$ cat src/rtl/sctc_pkg.sv
// -----------------------------------------------------------------------------
// sctc_pkg
// Types, constants and the CRC-8 byte update for the scratchpad CRC check.
// -----------------------------------------------------------------------------
`timescale 1ns / 1ps
`default_nettype none

package sctc_pkg;

	localparam logic [7:0] CRC_POLY  = 8'h8C;
	localparam logic [7:0] CRC_INIT  = 8'h00;
	localparam logic [3:0] CRC_BYTES = 4'd8;
	localparam logic [3:0] IDX_TEMP_LO = 4'd0;
	localparam logic [3:0] IDX_TEMP_HI = 4'd1;

	typedef enum logic [1:0] {
		STATUS_OK   = 2'd0,
		STATUS_CRC  = 2'd1,
		STATUS_FAIL = 2'd2
	} status_t;

	// reflected CRC-8, one byte, LSB first
	function automatic logic [7:0] crc8_byte(input logic [7:0] crc_in, input logic [7:0] data);
		logic [7:0] crc;
		logic [7:0] d;
		crc = crc_in;
		d   = data;
		for (int k = 0; k < 8; k++) begin
			if (crc[0] ^ d[0]) begin
				crc = (crc >> 1) ^ CRC_POLY;
			end else begin
				crc = crc >> 1;
			end
			d = d >> 1;
		end
		return crc;
	endfunction

endpackage

`default_nettype wire

$ cat src/rtl/scratchpad_crc_temp_check.sv
// -----------------------------------------------------------------------------
// scratchpad_crc_temp_check
// Checks the CRC-8 of a nine-byte sensor scratchpad and extracts the
// temperature in whole degrees.
// -----------------------------------------------------------------------------
// Takes one item per clock cycle while the input is not stalled. An item is
// registered on entry, then the CRC update and frame bookkeeping run from the
// input register into the result register, which presents the result of the
// item that causes it (byte 8 or a failed byte). The input stalls only when a
// result is pending and the result register is still held by out_stall.
`timescale 1ns / 1ps
`default_nettype none

module scratchpad_crc_temp_check (
	input  wire logic              clk,
	input  wire logic              arst_n,
	input  wire logic              in_valid,
	output logic                   in_stall,
	input  wire logic [7:0]        rx_byte,
	input  wire logic              byte_failed,
	output logic                   out_valid,
	input  wire logic              out_stall,
	output logic signed [7:0]      temperature_c,
	output sctc_pkg::status_t      status
);
	import sctc_pkg::*;

	logic              valid_s1;
	logic [7:0]        byte_s1;
	logic              failed_s1;

	logic [3:0]        byte_idx_q;
	logic [7:0]        crc_q;
	logic [7:0]        temp_lo_q;
	logic [7:0]        temp_hi_q;

	logic              out_valid_q;
	logic signed [7:0] temp_out_q;
	status_t           status_q;

	logic              is_check;
	logic              has_result;
	logic              advance;
	logic [7:0]        crc_next;

	assign is_check   = (byte_idx_q >= CRC_BYTES);
	assign has_result = failed_s1 || is_check;
	assign advance    = valid_s1 && (!has_result || !out_valid_q || !out_stall);
	assign in_stall   = valid_s1 && !advance;
	assign crc_next   = crc8_byte(crc_q, byte_s1);

	// input register
	always_ff @(posedge clk or negedge arst_n) begin
		if (!arst_n) begin
			valid_s1 <= 1'b0;
		end else if (!in_stall) begin
			valid_s1 <= in_valid;
		end
	end

	always_ff @(posedge clk) begin
		if (in_valid && !in_stall) begin
			byte_s1   <= rx_byte;
			failed_s1 <= byte_failed;
		end
	end

	// frame state
	always_ff @(posedge clk or negedge arst_n) begin
		if (!arst_n) begin
			byte_idx_q <= '0;
			crc_q      <= CRC_INIT;
			temp_lo_q  <= '0;
			temp_hi_q  <= '0;
		end else if (advance) begin
			if (has_result) begin
				byte_idx_q <= '0;
				crc_q      <= CRC_INIT;
				temp_lo_q  <= '0;
				temp_hi_q  <= '0;
			end else begin
				crc_q      <= crc_next;
				byte_idx_q <= byte_idx_q + 4'd1;
				if (byte_idx_q == IDX_TEMP_LO) begin
					temp_lo_q <= byte_s1;
				end
				if (byte_idx_q == IDX_TEMP_HI) begin
					temp_hi_q <= byte_s1;
				end
			end
		end
	end

	// result register
	always_ff @(posedge clk or negedge arst_n) begin
		if (!arst_n) begin
			out_valid_q <= 1'b0;
		end else if (advance && has_result) begin
			out_valid_q <= 1'b1;
		end else if (!out_stall) begin
			out_valid_q <= 1'b0;
		end
	end

	always_ff @(posedge clk) begin
		if (advance && has_result) begin
			if (failed_s1) begin
				temp_out_q <= '0;
				status_q   <= STATUS_FAIL;
			end else if (crc_q == byte_s1) begin
				temp_out_q <= signed'({temp_hi_q[3:0], temp_lo_q[7:4]});
				status_q   <= STATUS_OK;
			end else begin
				temp_out_q <= '0;
				status_q   <= STATUS_CRC;
			end
		end
	end

	assign out_valid     = out_valid_q;
	assign temperature_c = temp_out_q;
	assign status        = status_q;

endmodule

`default_nettype wire

$ cat config.mk
export PLATFORM = sky130hd
export DESIGN_NAME = scratchpad_crc_temp_check
export DESIGN_NICKNAME = d
export VERILOG_FILES = /design/src/rtl/sctc_pkg.sv /design/src/rtl/scratchpad_crc_temp_check.sv
export SDC_FILE = /design/constraint.sdc
export NUM_CORES = 1
export LEC_CHECK = 0
export BUFFER_PORTS_ARGS = -buffer_cell sky130_fd_sc_hd__clkbuf_2
export CORE_MARGIN = 8
export CORE_UTILIZATION = 45
export CTS_CLUSTER_SIZE = 25
export DETAILED_ROUTE_END_ITERATION = 8
export GPL_TIMING_DRIVEN = 0
export PLACE_DENSITY_LB_ADDON = 0.1
export SETUP_SLACK_MARGIN = 0.15
export SLEW_MARGIN = 10
export SYNTH_ARGS = -nofsm -noshare
export SYNTH_HDL_FRONTEND = slang
export SYNTH_SLANG_ARGS = --single-unit
$ cat constraint.sdc
create_clock -name clk -period 2.3 [get_ports clk]
set_clock_uncertainty 0.1 [all_clocks]
set_input_delay 0 -clock clk [delete_from_list [all_inputs] [get_ports clk]]
set_output_delay 0 -clock clk [all_outputs]
set_load 0.02 [all_outputs]
==> summary.md <==
- **run status** finished, final reports clean
- **most instantiated library cell after synthesis** sky130_fd_sc_hd__dfrtp_1
- **Highest Signal Layer** met4
- **path type of the worst min-delay path** in -> async
- **power per cell area** 990.1 nW/um^2
- **commonest cells in the synthesized netlist** 22 x sky130_fd_sc_hd__dfrtp_1, 19 x sky130_fd_sc_hd__edfxtp_1, 16 x sky130_fd_sc_hd__nand2_1
- **post-route core utilization** 56.39%
- **minimum clock period after layout** 1.954 ns
- **most frequent CP cell** sky130_fd_sc_hd__nor2_4
- **synthesis-stage register bit count** 41
- **growth of design area from synthesis to finish** 23.15%
- **Yosys warning count** 0
- **Post-Syn Area per Cell** 13.47 um^2
- **number of buffers added by the clock tree synthesis step** 5
- **number of top-level design ports** 25
- **post-route insts no fill** 229
- **final global-route overflow total** 0
- **wire length reported by the detailed router** 3.189 mm
- **area share of the leading cell type in the synthesized netlist** 31.60%
- **Final Slew Violations** 0
- **startpoint type of the worst setup path** register
- **depth of the CTS H-tree** 2
- **commonest register cell after synthesis** sky130_fd_sc_hd__dfrtp_1
- **placer congestion estimate** 0.7753
- **Placement Rows** 23
- **cells along the critical path** nor2_4, o21ai_1, buf_2, nor2_4
- **Initial Utilization** 45.79%
- **total negative setup slack** 0 ns
- **relative slew slack** 62.20%
- **maximum clock frequency** 511.7 MHz
- **Clk pin slew, worst setup/hold paths** 0.07 ns
- **later-pin clock latency in the skew report** 0.29 ns
- **routed wire length on met3** 200 um
- **clock tree from TritonCTS** yes
- **DR iter-0 viols** 58
- **synthesized netlist cell count** 134
- **Post-Synthesis Net Count** 150
- **Leakage Power** 0.0009652 uW
- **cell taking the most area after synthesis** sky130_fd_sc_hd__edfxtp_1
- **number of nets in the layout** 194
- **vias per cell** 4.961
- **Residual DRC** 0
- **fraction of layout cells with a size suffix above 1** 22.91%
- **maximum fanout along the worst path** 10
- **routed length per placed instance** 13.93 um
- **global-route usage over all layers** 10.89%
- **R2R depth** 4
- **Fin Hold WS** 0.1325 ns
- **Synth area leaders** sky130_fd_sc_hd__edfxtp_1 32%, sky130_fd_sc_hd__dfrtp_1 30%, sky130_fd_sc_hd__xnor2_1 5.8%
- **total placed cells including tap cells** 208
- **vias in the first global route** 1122
- **Die Footprint** 6295 um^2
- **half-perimeter wire length of the detailed placement result** 2.372 mm
- **Critical Setup Path Class** reg -> reg
- **maximum number of pins on one net before global-route repair** 23
- **routed wire length on met2** 1.554 mm
- **Least-Margin Pin Slew** 0.5670 ns
- **number of nets still failing antenna checks after routing** 0
- **input/output buffers** 24
- **CP max-delay cell** sky130_fd_sc_hd__edfxtp_1
- **crit end category** register
- **Initial DRT Pass Iterations** 4
- **Max IR drop VDD** 565.8 uV
- **proportion of synthesized chip area in sequential cells** 62.09%
- **async set-reset flop share out of synthesis** 53.66%
- **count of different cell masters after synthesis** 26
- **horizontal die dimension** 79.34 um
- **count of flip-flops with a built-in enable after synthesis** 19
- **reported max-cap violation count** 0
- **Antenna Diode Count** 0
- **Die Y-Extent** 79.34 um
- **global-route wire length before repair** 5.271 mm
- **worst reg2reg setup slack** 0.35 ns
- **placeable core region** 3943 um^2
- **cell chosen for the clock root** sky130_fd_sc_hd__clkbuf_8
- **critical path data arrival time** 1.82 ns
- **Finish-stage setup viols** 0
- **unrepaired setup endpoints after global routing** false
- **metal1 wirelength** 1.402 mm
- **CP max stage delay** 0.53 ns
- **count of clock tree sinks** 41
- **total vias in the final route** 1136
- **Synth Cell Area** 1805 um^2
- **CP required** 2.16 ns
- **maximum count of clock buffers along a single path** 2
- **number of antenna violations at the first check in global routing** 0
- **share of the clock period used by the worst path** 84.97%
- **Hold Fails Final Rpt** 0
through the flow:
step	setup slack [ns]	total power, uW	instance area [um^2]
global placement	-0.1839	1713	1988
CTS	0.1992	2227	2218
detailed placement	-0.3158	1733	1988
floorplan	0.2143	1594	1805
finish	0.3457	2201	2223
global route	0.2690	2339	2223
timing repair:
item,4_1_cts,5_1_grt
hold endpoints to repair,33,0
setup endpoints to repair,10,5
hold buffers,13,0
gates resized for setup,3,1
setup buffers,0,0
gates cloned,0,0
pin swaps,0,0
worst max-delay path: cells and delay by family (launching register included):
kind	cells	cell delay, ns
AO/OA/AOI/OAI	1	0.21
buffers and inverters	1	0.26
flip-flops	1	0.53
AND/OR/NAND/NOR	2	0.52
flip-flops by register name, summed over array words and instances, names as in the netlist:
register and cells:
failed_s1 1, byte_idx_q 4, crc_q 8, valid_s1 1
out_valid 1, status 2, temperature_c 8, byte_s1 8
temp_hi_q 4, temp_lo_q 4
path summary, 6_finish.rpt:
kind / startpoint / to
max: failed_s1$_DFFE_PP_ / temperature_c[5]$_SDFFCE_PP0P_
min: arst_n / valid_s1$_DFFE_PN0N_
max reg2reg: failed_s1$_DFFE_PP_ / temperature_c[5]$_SDFFCE_PP0P_
min reg2reg: temp_hi_q[3]$_DFFE_PN0P_ / temp_hi_q[3]$_DFFE_PN0P_
max in group asynchronous: arst_n / temp_hi_q[1]$_DFFE_PN0P_
min in group clk: rx_byte[2] / byte_s1[2]$_DFFE_PP_
kinds of logic (layout without fill, tap and decap cells):
family,after synthesis,count (layout),share of synthesized area (%)
xor gates and xnor gates,21,21,13.51
and+or+nand+nor,41,41,12.47
adders and majority gates,3,3,2.079
DFF,41,41,62.09
AOI/OAI and AO/OA,24,24,8.939
buffers and inverters,4,49,0.9006
power breakdown:
part | switching (uW) | internal (uW) | leakage (uW)
logic | 365 | 396 | 0.000448
clock network | 221 | 244 | 0.0000455
registers | 86.5 | 889 | 0.000472
total | 672 | 1530 | 0.000965
layout by cell type (no fill, tap or decap), types with 2 or more instances in the layout:
master	n
sky130_fd_sc_hd__xor2_1	3
sky130_fd_sc_hd__nor2_1	2
sky130_fd_sc_hd__dlygate4sd3_1	13
sky130_fd_sc_hd__o21ai_1	5
sky130_fd_sc_hd__edfxtp_1	19
sky130_fd_sc_hd__inv_1	3
sky130_fd_sc_hd__xnor2_2	4
sky130_fd_sc_hd__nor2_4	2
sky130_fd_sc_hd__xnor2_1	12
sky130_fd_sc_hd__clkbuf_1	2
sky130_fd_sc_hd__ha_1	3
sky130_fd_sc_hd__o21ai_0	8
sky130_fd_sc_hd__nand2_1	16
sky130_fd_sc_hd__clkbuf_2	24
sky130_fd_sc_hd__clkbuf_8	6
sky130_fd_sc_hd__a21o_1	2
sky130_fd_sc_hd__a22o_1	7
sky130_fd_sc_hd__dfrtp_1	22
sky130_fd_sc_hd__and4b_1	2
sky130_fd_sc_hd__nand3_1	2
sky130_fd_sc_hd__nand2b_1	3
sky130_fd_sc_hd__and2_1	9
sky130_fd_sc_hd__nand4_1	2
cell type report:
type / instances / area, um^2
inverters: 3 / 11.26
repair buffers: 37 / 250.2
multi-input cells: 89 / 683.2
flip-flops and latches: 41 / 1121
well taps: 50 / 62.56
fillers: 337 / 1719
clock buffers: 8 / 90.09
plain buffers: 1 / 5.005
layer usage:
metal,vias up,track usage [%]
met2,34,17.58
met5,-,0
met4,0,3.889
met1,536,12.56
li1,562,-
met3,4,4.740
Note: power is estimated with default switching activity, not from simulation.
